File: src/design/sphm_pkg.sv
// Package for the SPH particle mass block: register indexes, fixed-point constants
// and the control types between the sequencer and the root/divide unit.
// No dependencies.
package sphm_pkg;
	localparam int FRAC_BITS = 16;
	localparam int CFG_IDX_W = 3;

	localparam logic [CFG_IDX_W-1:0] REG_MODE     = 3'd0;
	localparam logic [CFG_IDX_W-1:0] REG_RADIUS   = 3'd1;
	localparam logic [CFG_IDX_W-1:0] REG_INV_H    = 3'd2;
	localparam logic [CFG_IDX_W-1:0] REG_ALPHA    = 3'd3;
	localparam logic [CFG_IDX_W-1:0] REG_RHO0     = 3'd4;
	localparam logic [CFG_IDX_W-1:0] REG_GAMMA_B  = 3'd5;
	localparam logic [CFG_IDX_W-1:0] REG_GAMMA_F  = 3'd6;

	localparam logic MODE_BOUNDARY = 1'b0;
	localparam logic MODE_FLUID    = 1'b1;

	// Fluid correction factor 0.99913897808 in Q0.32.
	localparam logic [31:0] FLUID_C32 = 32'd4291269235;
	localparam logic [60:0] DEN_CAP   = 61'h1000_0000_0000_0000;
	localparam logic [47:0] SUM_MAX   = 48'hFFFF_FFFF_FFFF;

	typedef struct packed {
		logic start;
		logic is_div;
	} rd_cmd_t;

	typedef struct packed {
		logic busy;
		logic done;
	} rd_stat_t;
endpackage

File: src/design/sphm_ifs.sv
// Channel interfaces of the SPH particle mass block: candidate input, result output
// and configuration write. Uses sphm_pkg.
interface sphm_in_if;
	logic               valid;
	logic               ready;
	logic signed [31:0] offset_x;
	logic signed [31:0] offset_y;
	logic signed [31:0] offset_z;
	logic               neighbour_is_boundary;
	logic               last_candidate;
	modport source (output valid, offset_x, offset_y, offset_z, neighbour_is_boundary,
		last_candidate, input ready);
	modport sink (input valid, offset_x, offset_y, offset_z, neighbour_is_boundary,
		last_candidate, output ready);
endinterface

interface sphm_out_if;
	logic        valid;
	logic        ready;
	logic        accepted;
	logic [31:0] neighbour_distance;
	logic [31:0] kernel_weight;
	logic        mass_valid;
	logic [31:0] particle_mass;
	modport source (output valid, accepted, neighbour_distance, kernel_weight, mass_valid,
		particle_mass, input ready);
	modport sink (input valid, accepted, neighbour_distance, kernel_weight, mass_valid,
		particle_mass, output ready);
endinterface

interface sphm_cfg_if;
	logic                             valid;
	logic                             ready;
	logic [sphm_pkg::CFG_IDX_W-1:0] index;
	logic [31:0]                      data;
	modport source (output valid, index, data, input ready);
	modport sink (input valid, index, data, output ready);
endinterface

File: src/design/sph_particle_mass_from_kernel_sum.sv
// Channel  | Direction | Moves
// in_ch    | sink      | one candidate offset per transfer, with boundary and last flags
// out_ch   | source    | acceptance, distance, kernel weight and mass of that candidate
// cfg      | sink      | register index and data, always ready
// A rejected candidate passes from one input transfer to the next through an idle state,
// the squares, the square root in the root/divide unit, the sum update and the result.
// An accepted candidate adds the kernel evaluation; the last candidate adds the boundary
// or fluid multiplier steps and a division in the root/divide unit.
// These steps use the single multiplier and the one-bit-per-cycle root/divide unit.
// Reset clears the kernel sum and loads the register defaults. A stalled result holds the
// block until its transfer.
// Uses sphm_pkg, sphm_ifs, sphm_mul and sphm_rootdiv.
module sph_particle_mass_from_kernel_sum (
	input  logic       clk,
	input  logic       arst_n,
	sphm_in_if.sink    in_ch,
	sphm_out_if.source out_ch,
	sphm_cfg_if.sink   cfg
);
	localparam int F = sphm_pkg::FRAC_BITS;
	localparam logic [47:0] ONE = 48'd1 << F;

	typedef enum logic [4:0] {
		S_IDLE, S_SQX, S_SQY, S_SQZ, S_SQS, S_ROOT, S_D, S_T, S_C2A, S_C2B, S_C1A, S_C1B,
		S_P, S_W, S_WS, S_END, S_BM, S_BD, S_F1, S_F2, S_F3, S_F4, S_F5, S_F6, S_F7,
		S_DIV, S_OUT
	} state_t;

	state_t state_q;
	logic        mode_q;
	logic [31:0] radius_q, inv_h_q, alpha_q, rho0_q, gamma_b_q, gamma_f_q;
	logic [47:0] sum_q;
	logic [31:0] ax_q, ay_q, az_q;
	logic        nb_q, last_q, acc_q;
	logic [63:0] sos_q, p_lo_q, hi_q, den2_q;
	logic [31:0] dist_q, weight_q, mass_q;
	logic [17:0] t1_q, t2_q;
	logic [19:0] c2_q, poly_q;
	logic [60:0] den_q;

	logic [31:0] mul_a, mul_b;
	logic [63:0] mul_q;
	sphm_pkg::rd_cmd_t  rd_cmd;
	sphm_pkg::rd_stat_t rd_stat;
	logic [63:0] rd_num, rd_den;
	logic [31:0] rd_res;

	logic [47:0] d48;
	logic [19:0] c1;
	logic [48:0] sum_next;
	logic [60:0] den_raw;
	logic        acc_now;

	sphm_mul u_mul (.clk(clk), .a(mul_a), .b(mul_b), .p_q(mul_q));

	sphm_rootdiv u_rootdiv (
		.clk(clk), .arst_n(arst_n), .cmd(rd_cmd), .num(rd_num), .den(rd_den),
		.stat(rd_stat), .res(rd_res)
	);

	function automatic logic [31:0] mag(input logic [31:0] v);
		return v[31] ? (32'd0 - v) : v;
	endfunction

	assign d48 = mul_q[63:F];
	assign c1 = {mul_q[F+17:F], 2'b00};
	assign sum_next = {1'b0, sum_q} + {17'd0, weight_q};
	assign den_raw = {1'b0, mul_q[43:0], 16'd0} + {13'd0, p_lo_q[63:F]};
	assign acc_now = (rd_res < radius_q) && (mode_q == sphm_pkg::MODE_FLUID || nb_q);

	always_comb begin
		mul_a = '0;
		mul_b = '0;
		unique case (state_q)
			S_SQX: begin mul_a = ax_q; mul_b = ax_q; end
			S_SQY: begin mul_a = ay_q; mul_b = ay_q; end
			S_SQZ: begin mul_a = az_q; mul_b = az_q; end
			S_D:   begin mul_a = dist_q; mul_b = inv_h_q; end
			S_C2A: begin mul_a = {14'd0, t2_q}; mul_b = {14'd0, t2_q}; end
			S_C2B: begin mul_a = mul_q[F+31:F]; mul_b = {14'd0, t2_q}; end
			S_C1A: begin mul_a = {14'd0, t1_q}; mul_b = {14'd0, t1_q}; end
			S_C1B: begin mul_a = mul_q[F+31:F]; mul_b = {14'd0, t1_q}; end
			S_W:   begin mul_a = {12'd0, poly_q}; mul_b = alpha_q; end
			S_BM:  begin mul_a = gamma_b_q; mul_b = rho0_q; end
			S_F1:  begin mul_a = gamma_f_q; mul_b = sum_q[31:0]; end
			S_F2:  begin mul_a = gamma_f_q; mul_b = {16'd0, sum_q[47:32]}; end
			S_F4:  begin mul_a = {3'd0, den_q[60:32]}; mul_b = sphm_pkg::FLUID_C32; end
			S_F5:  begin mul_a = den_q[31:0]; mul_b = sphm_pkg::FLUID_C32; end
			default: begin mul_a = '0; mul_b = '0; end
		endcase
	end

	always_comb begin
		rd_cmd.start  = 1'b0;
		rd_cmd.is_div = 1'b0;
		rd_num = sos_q + mul_q;
		rd_den = '0;
		unique case (state_q)
			S_SQS: rd_cmd.start = 1'b1;
			S_BD: begin
				rd_cmd.start = 1'b1; rd_cmd.is_div = 1'b1;
				rd_num = mul_q; rd_den = {16'd0, sum_q};
			end
			S_F7: begin
				rd_cmd.start = 1'b1; rd_cmd.is_div = 1'b1;
				rd_num = {16'd0, rho0_q, 16'd0}; rd_den = den2_q;
			end
			default: rd_cmd.start = 1'b0;
		endcase
	end

	assign cfg.ready = 1'b1;

	always_ff @(posedge clk or negedge arst_n) begin
		if (!arst_n) begin
			mode_q    <= sphm_pkg::MODE_BOUNDARY;
			radius_q  <= 32'd131072;
			inv_h_q   <= 32'd65536;
			alpha_q   <= 32'd65536;
			rho0_q    <= 32'd65536000;
			gamma_b_q <= 32'd65536;
			gamma_f_q <= 32'd65536;
		end else if (cfg.valid) begin
			unique case (cfg.index)
				sphm_pkg::REG_MODE:    mode_q    <= cfg.data[0];
				sphm_pkg::REG_RADIUS:  radius_q  <= cfg.data;
				sphm_pkg::REG_INV_H:   inv_h_q   <= cfg.data;
				sphm_pkg::REG_ALPHA:   alpha_q   <= cfg.data;
				sphm_pkg::REG_RHO0:    rho0_q    <= cfg.data;
				sphm_pkg::REG_GAMMA_B: gamma_b_q <= cfg.data;
				sphm_pkg::REG_GAMMA_F: gamma_f_q <= cfg.data;
				default: ;
			endcase
		end
	end

	always_ff @(posedge clk or negedge arst_n) begin
		if (!arst_n) begin
			state_q <= S_IDLE;
			sum_q   <= '0;
		end else begin
			unique case (state_q)
				S_IDLE: if (in_ch.valid) begin
					ax_q <= mag(in_ch.offset_x);
					ay_q <= mag(in_ch.offset_y);
					az_q <= mag(in_ch.offset_z);
					nb_q <= in_ch.neighbour_is_boundary;
					last_q <= in_ch.last_candidate;
					weight_q <= '0;
					mass_q <= '0;
					state_q <= S_SQX;
				end
				S_SQX: state_q <= S_SQY;
				S_SQY: begin sos_q <= mul_q; state_q <= S_SQZ; end
				S_SQZ: begin sos_q <= sos_q + mul_q; state_q <= S_SQS; end
				S_SQS: state_q <= S_ROOT;
				S_ROOT: if (rd_stat.done) begin
					dist_q <= rd_res;
					acc_q <= acc_now;
					state_q <= acc_now ? S_D : S_END;
				end
				S_D: state_q <= S_T;
				S_T: begin
					t1_q <= (d48 < ONE) ? 18'(ONE - d48) : 18'd0;
					t2_q <= (d48 < 2 * ONE) ? 18'(2 * ONE - d48) : 18'd0;
					state_q <= S_C2A;
				end
				S_C2A: state_q <= S_C2B;
				S_C2B: state_q <= S_C1A;
				S_C1A: begin c2_q <= mul_q[F+19:F]; state_q <= S_C1B; end
				S_C1B: state_q <= S_P;
				S_P: begin
					poly_q <= (c2_q > c1) ? c2_q - c1 : 20'd0;
					state_q <= S_W;
				end
				S_W: state_q <= S_WS;
				S_WS: begin
					weight_q <= (mul_q[63:F+32] != '0) ? 32'hFFFF_FFFF : mul_q[F+31:F];
					state_q <= S_END;
				end
				S_END: begin
					// The weight register holds zero for a rejected candidate.
					sum_q <= sum_next[48] ? sphm_pkg::SUM_MAX : sum_next[47:0];
					if (!last_q) state_q <= S_OUT;
					else state_q <= (mode_q == sphm_pkg::MODE_FLUID) ? S_F1 : S_BM;
				end
				S_BM: state_q <= S_BD;
				S_BD: state_q <= S_DIV;
				S_F1: state_q <= S_F2;
				S_F2: begin p_lo_q <= mul_q; state_q <= S_F3; end
				S_F3: begin
					if (mul_q[47:44] != 4'd0 || den_raw > sphm_pkg::DEN_CAP)
						den_q <= sphm_pkg::DEN_CAP;
					else
						den_q <= den_raw;
					state_q <= S_F4;
				end
				S_F4: state_q <= S_F5;
				S_F5: begin hi_q <= mul_q; state_q <= S_F6; end
				S_F6: begin den2_q <= hi_q + {32'd0, mul_q[63:32]}; state_q <= S_F7; end
				S_F7: state_q <= S_DIV;
				S_DIV: if (rd_stat.done) begin
					mass_q <= rd_res;
					sum_q <= '0;
					state_q <= S_OUT;
				end
				S_OUT: if (out_ch.ready) state_q <= S_IDLE;
				default: state_q <= S_IDLE;
			endcase
		end
	end

	assign in_ch.ready = state_q == S_IDLE;
	assign out_ch.valid = state_q == S_OUT;
	assign out_ch.accepted = acc_q;
	assign out_ch.neighbour_distance = dist_q;
	assign out_ch.kernel_weight = weight_q;
	assign out_ch.mass_valid = last_q;
	assign out_ch.particle_mass = mass_q;

	a_idle_unit_free: assert property (@(posedge clk) disable iff (!arst_n)
		in_ch.ready |-> !rd_stat.busy && !out_ch.valid)
		else $error("input taken while unit busy or result pending");
	a_mass_only_last: assert property (@(posedge clk) disable iff (!arst_n)
		out_ch.valid && !out_ch.mass_valid |-> out_ch.particle_mass == 32'd0)
		else $error("mass reported on a non-final candidate");
	a_weight_needs_accept: assert property (@(posedge clk) disable iff (!arst_n)
		out_ch.valid && !out_ch.accepted |-> out_ch.kernel_weight == 32'd0)
		else $error("weight reported for a rejected candidate");
	a_sum_cleared: assert property (@(posedge clk) disable iff (!arst_n)
		out_ch.valid && out_ch.mass_valid |-> sum_q == 48'd0)
		else $error("kernel sum not cleared after final candidate");
endmodule

File: src/design/sphm_mul.sv
// Shared 32x32 unsigned multiplier with a registered product.
// No dependencies.
module sphm_mul (
	input  logic        clk,
	input  logic [31:0] a,
	input  logic [31:0] b,
	output logic [63:0] p_q
);
	always_ff @(posedge clk) begin
		p_q <= 64'(a) * 64'(b);
	end
endmodule

File: src/design/sphm_rootdiv.sv
// Iterative unit, one result bit per cycle: 64-bit integer square root or 64/64
// division with a 32-bit saturating quotient. One shared compare and subtract.
// Uses sphm_pkg.
module sphm_rootdiv (
	input  logic              clk,
	input  logic              arst_n,
	input  sphm_pkg::rd_cmd_t cmd,
	input  logic [63:0]       num,
	input  logic [63:0]       den,
	output sphm_pkg::rd_stat_t stat,
	output logic [31:0]       res
);
	logic [63:0] rem_q, src_q, den_q;
	logic [31:0] root_q;
	logic [4:0]  cnt_q;
	logic        busy_q, done_q, is_div_q, sat_q, zero_q;
	logic [63:0] shifted, trial;
	logic        ge;

	always_comb begin
		if (is_div_q) begin
			shifted = {rem_q[62:0], src_q[63]};
			trial   = den_q;
		end else begin
			shifted = {rem_q[61:0], src_q[63:62]};
			trial   = {30'd0, root_q, 2'b01};
		end
		ge = shifted >= trial;
	end

	always_ff @(posedge clk or negedge arst_n) begin
		if (!arst_n) begin
			busy_q <= 1'b0;
			done_q <= 1'b0;
			cnt_q  <= '0;
		end else begin
			done_q <= 1'b0;
			if (cmd.start) begin
				busy_q <= 1'b1;
				cnt_q  <= 5'd31;
			end else if (busy_q) begin
				cnt_q <= cnt_q - 5'd1;
				if (cnt_q == 5'd0) begin
					busy_q <= 1'b0;
					done_q <= 1'b1;
				end
			end
		end
	end

	always_ff @(posedge clk) begin
		if (cmd.start) begin
			is_div_q <= cmd.is_div;
			den_q    <= den;
			root_q   <= '0;
			zero_q   <= num == 64'd0;
			// A quotient of 2^32 or more shows already in the upper half.
			sat_q    <= ({32'd0, num[63:32]} >= den) && (num != 64'd0);
			if (cmd.is_div) begin
				rem_q <= {32'd0, num[63:32]};
				src_q <= {num[31:0], 32'd0};
			end else begin
				rem_q <= '0;
				src_q <= num;
			end
		end else if (busy_q) begin
			rem_q  <= ge ? shifted - trial : shifted;
			root_q <= {root_q[30:0], ge};
			src_q  <= is_div_q ? {src_q[62:0], 1'b0} : {src_q[61:0], 2'b00};
		end
	end

	assign stat.busy = busy_q;
	assign stat.done = done_q;
	assign res = !is_div_q ? root_q : (zero_q ? 32'd0 : (sat_q ? 32'hFFFF_FFFF : root_q));
endmodule
File: src/flat_wrapper.sv
// flat-port wrapper written by rule: the top's interface ports become plain ports
module sph_particle_mass_from_kernel_sum_flat 
  (clk, arst_n, in_ch_valid, in_ch_offset_x, in_ch_offset_y, in_ch_offset_z, in_ch_neighbour_is_boundary, in_ch_last_candidate, in_ch_ready, out_ch_valid, out_ch_accepted, out_ch_neighbour_distance, out_ch_kernel_weight, out_ch_mass_valid, out_ch_particle_mass, out_ch_ready, cfg_valid, cfg_index, cfg_data, cfg_ready);
  sphm_in_if in_ch_i ();
  sphm_out_if out_ch_i ();
  sphm_cfg_if cfg_i ();
  input  logic clk;
  input  logic arst_n;
  input wire logic [$bits(in_ch_i.valid)-1:0] in_ch_valid;
  input wire logic [$bits(in_ch_i.offset_x)-1:0] in_ch_offset_x;
  input wire logic [$bits(in_ch_i.offset_y)-1:0] in_ch_offset_y;
  input wire logic [$bits(in_ch_i.offset_z)-1:0] in_ch_offset_z;
  input wire logic [$bits(in_ch_i.neighbour_is_boundary)-1:0] in_ch_neighbour_is_boundary;
  input wire logic [$bits(in_ch_i.last_candidate)-1:0] in_ch_last_candidate;
  output wire logic [$bits(in_ch_i.ready)-1:0] in_ch_ready;
  output wire logic [$bits(out_ch_i.valid)-1:0] out_ch_valid;
  output wire logic [$bits(out_ch_i.accepted)-1:0] out_ch_accepted;
  output wire logic [$bits(out_ch_i.neighbour_distance)-1:0] out_ch_neighbour_distance;
  output wire logic [$bits(out_ch_i.kernel_weight)-1:0] out_ch_kernel_weight;
  output wire logic [$bits(out_ch_i.mass_valid)-1:0] out_ch_mass_valid;
  output wire logic [$bits(out_ch_i.particle_mass)-1:0] out_ch_particle_mass;
  input wire logic [$bits(out_ch_i.ready)-1:0] out_ch_ready;
  input wire logic [$bits(cfg_i.valid)-1:0] cfg_valid;
  input wire logic [$bits(cfg_i.index)-1:0] cfg_index;
  input wire logic [$bits(cfg_i.data)-1:0] cfg_data;
  output wire logic [$bits(cfg_i.ready)-1:0] cfg_ready;
  assign in_ch_i.valid = in_ch_valid;
  assign in_ch_i.offset_x = in_ch_offset_x;
  assign in_ch_i.offset_y = in_ch_offset_y;
  assign in_ch_i.offset_z = in_ch_offset_z;
  assign in_ch_i.neighbour_is_boundary = in_ch_neighbour_is_boundary;
  assign in_ch_i.last_candidate = in_ch_last_candidate;
  assign in_ch_ready = in_ch_i.ready;
  assign out_ch_valid = out_ch_i.valid;
  assign out_ch_accepted = out_ch_i.accepted;
  assign out_ch_neighbour_distance = out_ch_i.neighbour_distance;
  assign out_ch_kernel_weight = out_ch_i.kernel_weight;
  assign out_ch_mass_valid = out_ch_i.mass_valid;
  assign out_ch_particle_mass = out_ch_i.particle_mass;
  assign out_ch_i.ready = out_ch_ready;
  assign cfg_i.valid = cfg_valid;
  assign cfg_i.index = cfg_index;
  assign cfg_i.data = cfg_data;
  assign cfg_ready = cfg_i.ready;
  sph_particle_mass_from_kernel_sum u_core (.clk(clk), .arst_n(arst_n), .in_ch(in_ch_i), .out_ch(out_ch_i), .cfg(cfg_i));
endmodule
File: config.mk
export PLATFORM = sky130hd
export DESIGN_NAME = sph_particle_mass_from_kernel_sum_flat
export DESIGN_NICKNAME = d
export VERILOG_FILES = /design/src/design/sphm_pkg.sv /design/src/design/sphm_ifs.sv /design/src/design/sph_particle_mass_from_kernel_sum.sv /design/src/design/sphm_mul.sv /design/src/design/sphm_rootdiv.sv /design/src/flat_wrapper.sv
export SDC_FILE = /design/constraint.sdc
export NUM_CORES = 2
export LEC_CHECK = 0
export BUFFER_PORTS_ARGS = -buffer_cell sky130_fd_sc_hd__clkbuf_2
export CAP_MARGIN = 0
export CORE_MARGIN = 4
export CORE_UTILIZATION = 35
export CTS_BUF_LIST = sky130_fd_sc_hd__clkbuf_16
export DETAILED_ROUTE_END_ITERATION = 8
export GPL_TIMING_DRIVEN = 0
export PLACE_DENSITY = 0.55
export SLEW_MARGIN = 0
export SYNTH_ARGS = -nofsm -noshare
export SYNTH_HDL_FRONTEND = slang
export SYNTH_SLANG_ARGS = --single-unit
export TNS_END_PERCENT = 10
File: constraint.sdc
create_clock -name clk -period 29.5 [get_ports clk]
set_input_delay 4.425 -clock clk [delete_from_list [all_inputs] [get_ports clk]]
set_output_delay 4.425 -clock clk [all_outputs]
set_load 0.01 [all_outputs]
**Word level (Yosys, flattened, before mapping)**

Index checks and enable logic that the tools add are counted.

- Add/subtract/negate cells: 12
- $mul: 1
- Order comparisons: 7
- Equality and inequality tests: 36
- Muxes and demuxes: 47
- Reduce and logical (&&, ||, !) cells: 44

Operator list:

| operator | number |
|---|---|
| 2-to-1 mux 64 bit | 6 |
| one-hot mux 32 bit (12 select lines) | 1 |
| one-hot mux 64 bit (2 select lines) | 3 |
| one-hot mux 32 bit (11 select lines) | 1 |
| 2-to-1 mux 32 bit | 7 |
| 2-to-1 mux 63 bit | 3 |
| one-hot mux 5 bit (26 select lines) | 1 |
| one-hot mux 32 bit (2 select lines) | 2 |
| 2-to-1 mux 48 bit | 2 |
| one-hot mux 48 bit (2 select lines) | 1 |
| subtractor 1 x 32 -> 32 bit (first input constant) | 3 |
| 2-to-1 mux 31 bit | 3 |
| adder 64 x 32 -> 64 bit | 1 |
| adder 64 bit | 1 |
| >= comparator 32 x 64 -> 1 bit | 1 |
| >= comparator 64 bit | 1 |
| logical NOT 64 bit | 1 |
| multiplier 32 x 32 -> 64 bit | 1 |
| nonzero test 64 bit | 1 |
| subtractor 63 bit | 1 |
| adder 60 x 48 -> 61 bit | 1 |
| > comparator 61 bit (second input constant) | 1 |
| equality test 5 bit (second input constant) | 11 |
| adder 48 x 32 -> 49 bit | 1 |
| other kinds (33) | 92 |

- Flip-flop bits (word level): 1131
- Input bits: 138
- Output and inout port bits: 101
- Word-level logic and storage cells: 188

**Logic depth before layout (Yosys ltp)**

- Depth in word-level cells: 8
- Mapped depth: 42
- Gate-level depth less buffers: 36

**By module**

Synthesis repeated with hierarchy kept, for this count alone.

- Cells, all modules: 9679
- Area total of the unflattened synthesis: 97531.0 um^2

Modules (own cells, without submodules):

| module | instances | cells an instance | area each (um^2) | sequential area each (um^2) |
|---|---|---|---|---|
| sph_particle_mass_from_kernel_sum | 1 | 4206 | 46208.1 | 23346.1 |
| sphm_mul | 1 | 3790 | 34896.0 | 1281.2 |
| sphm_rootdiv | 1 | 1683 | 16427.0 | 6641.4 |

**Least setup slack after synthesis**

Ideal clock, no wire load.

- Path type: input to register
- Start: input port in_ch_valid
- End: register u_core.ax_q[0] (enable)
- Setup time: 0.795 ns
- Arrival time: 13.751 ns
- Data required time: 28.705 ns
- Setup slack: 14.954 ns
- Stages on the path: 2
- Path through: inv_1 > nor4_1

- Longest elaborated chain between the ends: 1

Ends and longest elaborated chain:

| what | line | text |
|---|---|---|
| start, declared | flat_wrapper.sv:9 | `input wire logic [$bits(in_ch_i.valid)-1:0] in_ch_valid;` |
| AND reduction 3 bit (no source line) | - |  |
| end signal, assigned | sph_particle_mass_from_kernel_sum.sv:144 | `ax_q <= mag(in_ch.offset_x);` |
| end, declared | sph_particle_mass_from_kernel_sum.sv:33 | `logic [31:0] ax_q, ay_q, az_q;` |

Every way passes these cells.
A chain may end at the register's enable or synchronous reset.

**Worst setup path after layout**

- Start: register u_core.state_q[0]
- End: register u_core.u_mul.p_q[60]

- Longest elaborated chain between the ends: 4
- Elaborated cells between the ends (all ways): 22
- Those cells by class: mul: 1; eq/ne: 14; mux: 2; reduce/logical: 5

Ends and longest elaborated chain:

| what | line | text |
|---|---|---|
| start, declared | sph_particle_mass_from_kernel_sum.sv:29 | `state_t state_q;` |
| start signal, assigned | sph_particle_mass_from_kernel_sum.sv:160 | `state_q <= acc_now ? S_D : S_END;` |
| start signal, assigned | sph_particle_mass_from_kernel_sum.sv:185 | `else state_q <= (mode_q == sphm_pkg::MODE_FLUID) ? S_F1 : S_BM;` |
| equality test 5 bit / equality test 5 x 4 -> 1 bit (equally long branches) | sph_particle_mass_from_kernel_sum.sv:74 | `unique case (state_q)` |
| OR reduction 2 bit (no source line) | - |  |
| one-hot mux 32 bit (12 select lines) / one-hot mux 32 bit (11 select lines) (equally long branches) | sph_particle_mass_from_kernel_sum.sv:74 |  |
| multiplier 32 x 32 -> 64 bit * | sphm_mul.sv:10 | `p_q <= 64'(a) * 64'(b);` |
| end signal, assigned | sphm_mul.sv:10 |  |
| end, declared | sphm_mul.sv:7 | `output logic [63:0] p_q` |

Every way passes the cells marked *; elsewhere a longest branch is shown, timed or not.

==> results.toml <==
[route]
routedWlPerCell_um = 33.2
route.vias.total = 82700
drtPass1Iterations = 7
postRouteAntennaNets = 0
drt_iter0_drc = 11500
drc_errors = 0
vias_per_cell = 5.84
totalWireLength_um = 469000

[die]
die-area_um2 = 284000
die_y_um = 533
core-area_um2 = 274000
initial_core_util = 0.352
num_rows = 192
die_w_um = 533
io_pins = 239

[critical_path]
cp.arrival_ps = 17510
required_ps = 30190
cp-start-kind = "register"
critPathMaxFanout = 10
slowest_stage = "a221oi_1"
cp-end-kind = "register"
worstSetupPathType = "register to register"
cpPeakStageDelay_ps = 1110
rr_worst_depth = 36
crit_top_cell = "fa_1"

[finish]
fillCellCount = 27300
area_growth_pct = 11.8
final_net_count = 11900
fin_util = 0.394
finalInstanceArea_um2 = 108000
layout-drive-gt1-share = 0.0934

[placed_design]
io_buffers = 235
placed_area_um2 = 104000
hpwlAfterDp_um = 383000
gp_congestion = 1.06

[synthesis]
synth_seq_cells = 1115
yosysWarnings = 0
ys.flop_type = "edfxtp_1"
async_reset_ff_frac = 0.227
syn-cell-area_um2 = 96600
synth_area_leaders = "edfxtp_1 24%, fa_1 19%, ha_1 7.4%, dfrtp_1 6.3%, inv_1 4.6%"
syn_nets = 11500
syn_inst = 9863
synth_top_area_cell = "edfxtp_1"
synth_common_cells = "1185 x inv_1, 1046 x nand2_1, 902 x fa_1"
ys_seq_area_frac = 0.324
synth.distinct_cells = 96
yosys.area.top_type_share = 0.238
syn_area_per_cell_um2 = 9.79
yosysMostFrequentCell = "inv_1"
synth_edf_count = 766

[sta]
fmax_mhz = 59.5
worst_slew_pin_slew_ps = 1740
setup_viol = 0
finalCritPeriodShare = 0.570
period_needed_ps = 16820
hold_viol = 0
skew_ps = 86.3
final-max-slew-violation-count = 71
grt_setup_unrepaired = "false"
max_slew_margin = -0.188
finalSetupTns_ps = 0

[global_route]
grt_overflow = 0
track_usage = 0.322
grt_pass1_vias = 79800
antenna_found_initial = 65
grt_max_degree = 108
grt_pass1_wl_um = 642000

[clock_tree]
postCtsSetupRepairBufs = 0
cts.clk_slew.worst_paths_ps = 70
ctsHoldBuffers = 0
clk_path_buf_depth = 3
cts_tree = "yes"
clk_latency_ps = 840
cts_resized = 0
htreeDepth = 3
cts.sinks = 1115
cts_buffers = 121
root_buffer = "clkbuf_16"

[hold_path]
holdPathStages = 1
hold_path_class = "register to register"

[job]
drv_cap = 10

[run_status]
outcome = "finished, violations left"
violations = "max-capacitance violations, max-slew violations"
-- critical path, delay by kind of cell (launching register included) --
| kind | cells | cell delay [ps] |
|---|---|---|
| buf+inv | 11 | 5900 |
| fa+ha+maj | 9 | 4480 |
| compound gates | 11 | 4450 |
| simple gates | 4 | 1180 |
| flops | 1 | 380 |
| xor+xnor | 1 | 150 |
-- path summary, 6_finish.rpt --
check	endpoint	slack, ps	from
setup / recovery	u_core.u_mul.p_q[60]$_DFF_P_	12680	u_core.state_q[0]$_DFFE_PN0P_
hold reg to reg	u_core.alpha_q[27]$_DFFE_PN0P_	510	u_core.alpha_q[27]$_DFFE_PN0P_
min in group asynchronous	u_core.u_rootdiv.cnt_q[0]$_DFFE_PN0P_	3400	arst_n
hold / removal	u_core.alpha_q[27]$_DFFE_PN0P_	510	u_core.alpha_q[27]$_DFFE_PN0P_
setup reg to reg	u_core.u_mul.p_q[60]$_DFF_P_	12680	u_core.state_q[0]$_DFFE_PN0P_
max in group asynchronous	u_core.radius_q[28]$_DFFE_PN0P_	24880	arst_n
-- flip-flops by register name (all words and copies together), names as in the netlist, 48 cells and up --
| signal | flops |
|---|---|
| u_core.den2_q | 64 |
| u_core.den_q | 61 |
| u_core.hi_q | 64 |
| u_core.p_lo_q | 48 |
| u_core.sos_q | 64 |
| u_core.sum_q | 48 |
| u_core.u_mul.p_q | 64 |
| u_core.u_rootdiv.den_q | 64 |
| u_core.u_rootdiv.rem_q | 63 |
| u_core.u_rootdiv.src_q | 64 |
-- cell families after synthesis --
| logic type | share of synthesized area |
|---|---|
| AND/OR/NAND/NOR | 0.135 |
| AO/OA/AOI/OAI | 0.121 |
| buffers and inverters | 0.0668 |
| adder cells (fa/ha/maj) | 0.261 |
| flip-flops | 0.324 |
| multiplexers | 0.0540 |
| XOR/XNOR | 0.0375 |
| other | 0.0000778 |
-- per-stage QoR --
stage          worst slack (ps)  std cells  hold slack, ps
6_report                  12680      14100             510
5_1_grt                   12760      14100             519
4_1_cts                   13360      14100             508
3_5_place_dp              13390      13900             493
3_3_place_gp               3540      13800             487
2_1_floorplan             14950       9863             476
-- final cells by class --
class	instances	area, µm²	share of cell area
diodes	33	82.6	0.000765
plain buffers	524	2010	0.0186
clock buffers	127	3180	0.0294
clock inverters	102	882	0.00817
inverters	1187	4460	0.0413
multi-input cells	7037	59200	0.548
flip-flops and latches	1115	31300	0.290
well taps	3686	4610	0.0427
repair buffers	335	2260	0.0209
-- placed cells by master (no fill, tap or decap), types with 106 or more instances in the layout --
cell type,Yosys,final
nand2_1,1046,1046
clkbuf_1,459,453
a22oi_1,128,128
clkbuf_16,0,127
nor2_1,892,888
dfrtp_1,242,242
xnor2_1,307,307
mux2i_1,188,188
clkbuf_2,2,241
and2_1,126,126
fa_1,902,902
xor2_1,106,106
o21a_1,110,110
a21o_1,171,171
mux2_2,296,296
ha_1,573,573
o21ai_0,376,376
edfxtp_1,766,766
inv_1,1185,1213
a21oi_1,430,430
-- metal layers --
metal | GRT usage | vias to the layer above | wire (µm)
li1 | - | 34600 | -
met4 | 0.132 | 16 | 23500
met5 | 0.000666 | - | 123
met2 | 0.435 | 5240 | 183000
met3 | 0.118 | 885 | 60500
met1 | 0.460 | 42000 | 202000
Power is not shown: default switching activity piles up to over one toggle a cycle in this logic, so the estimate is an artifact.
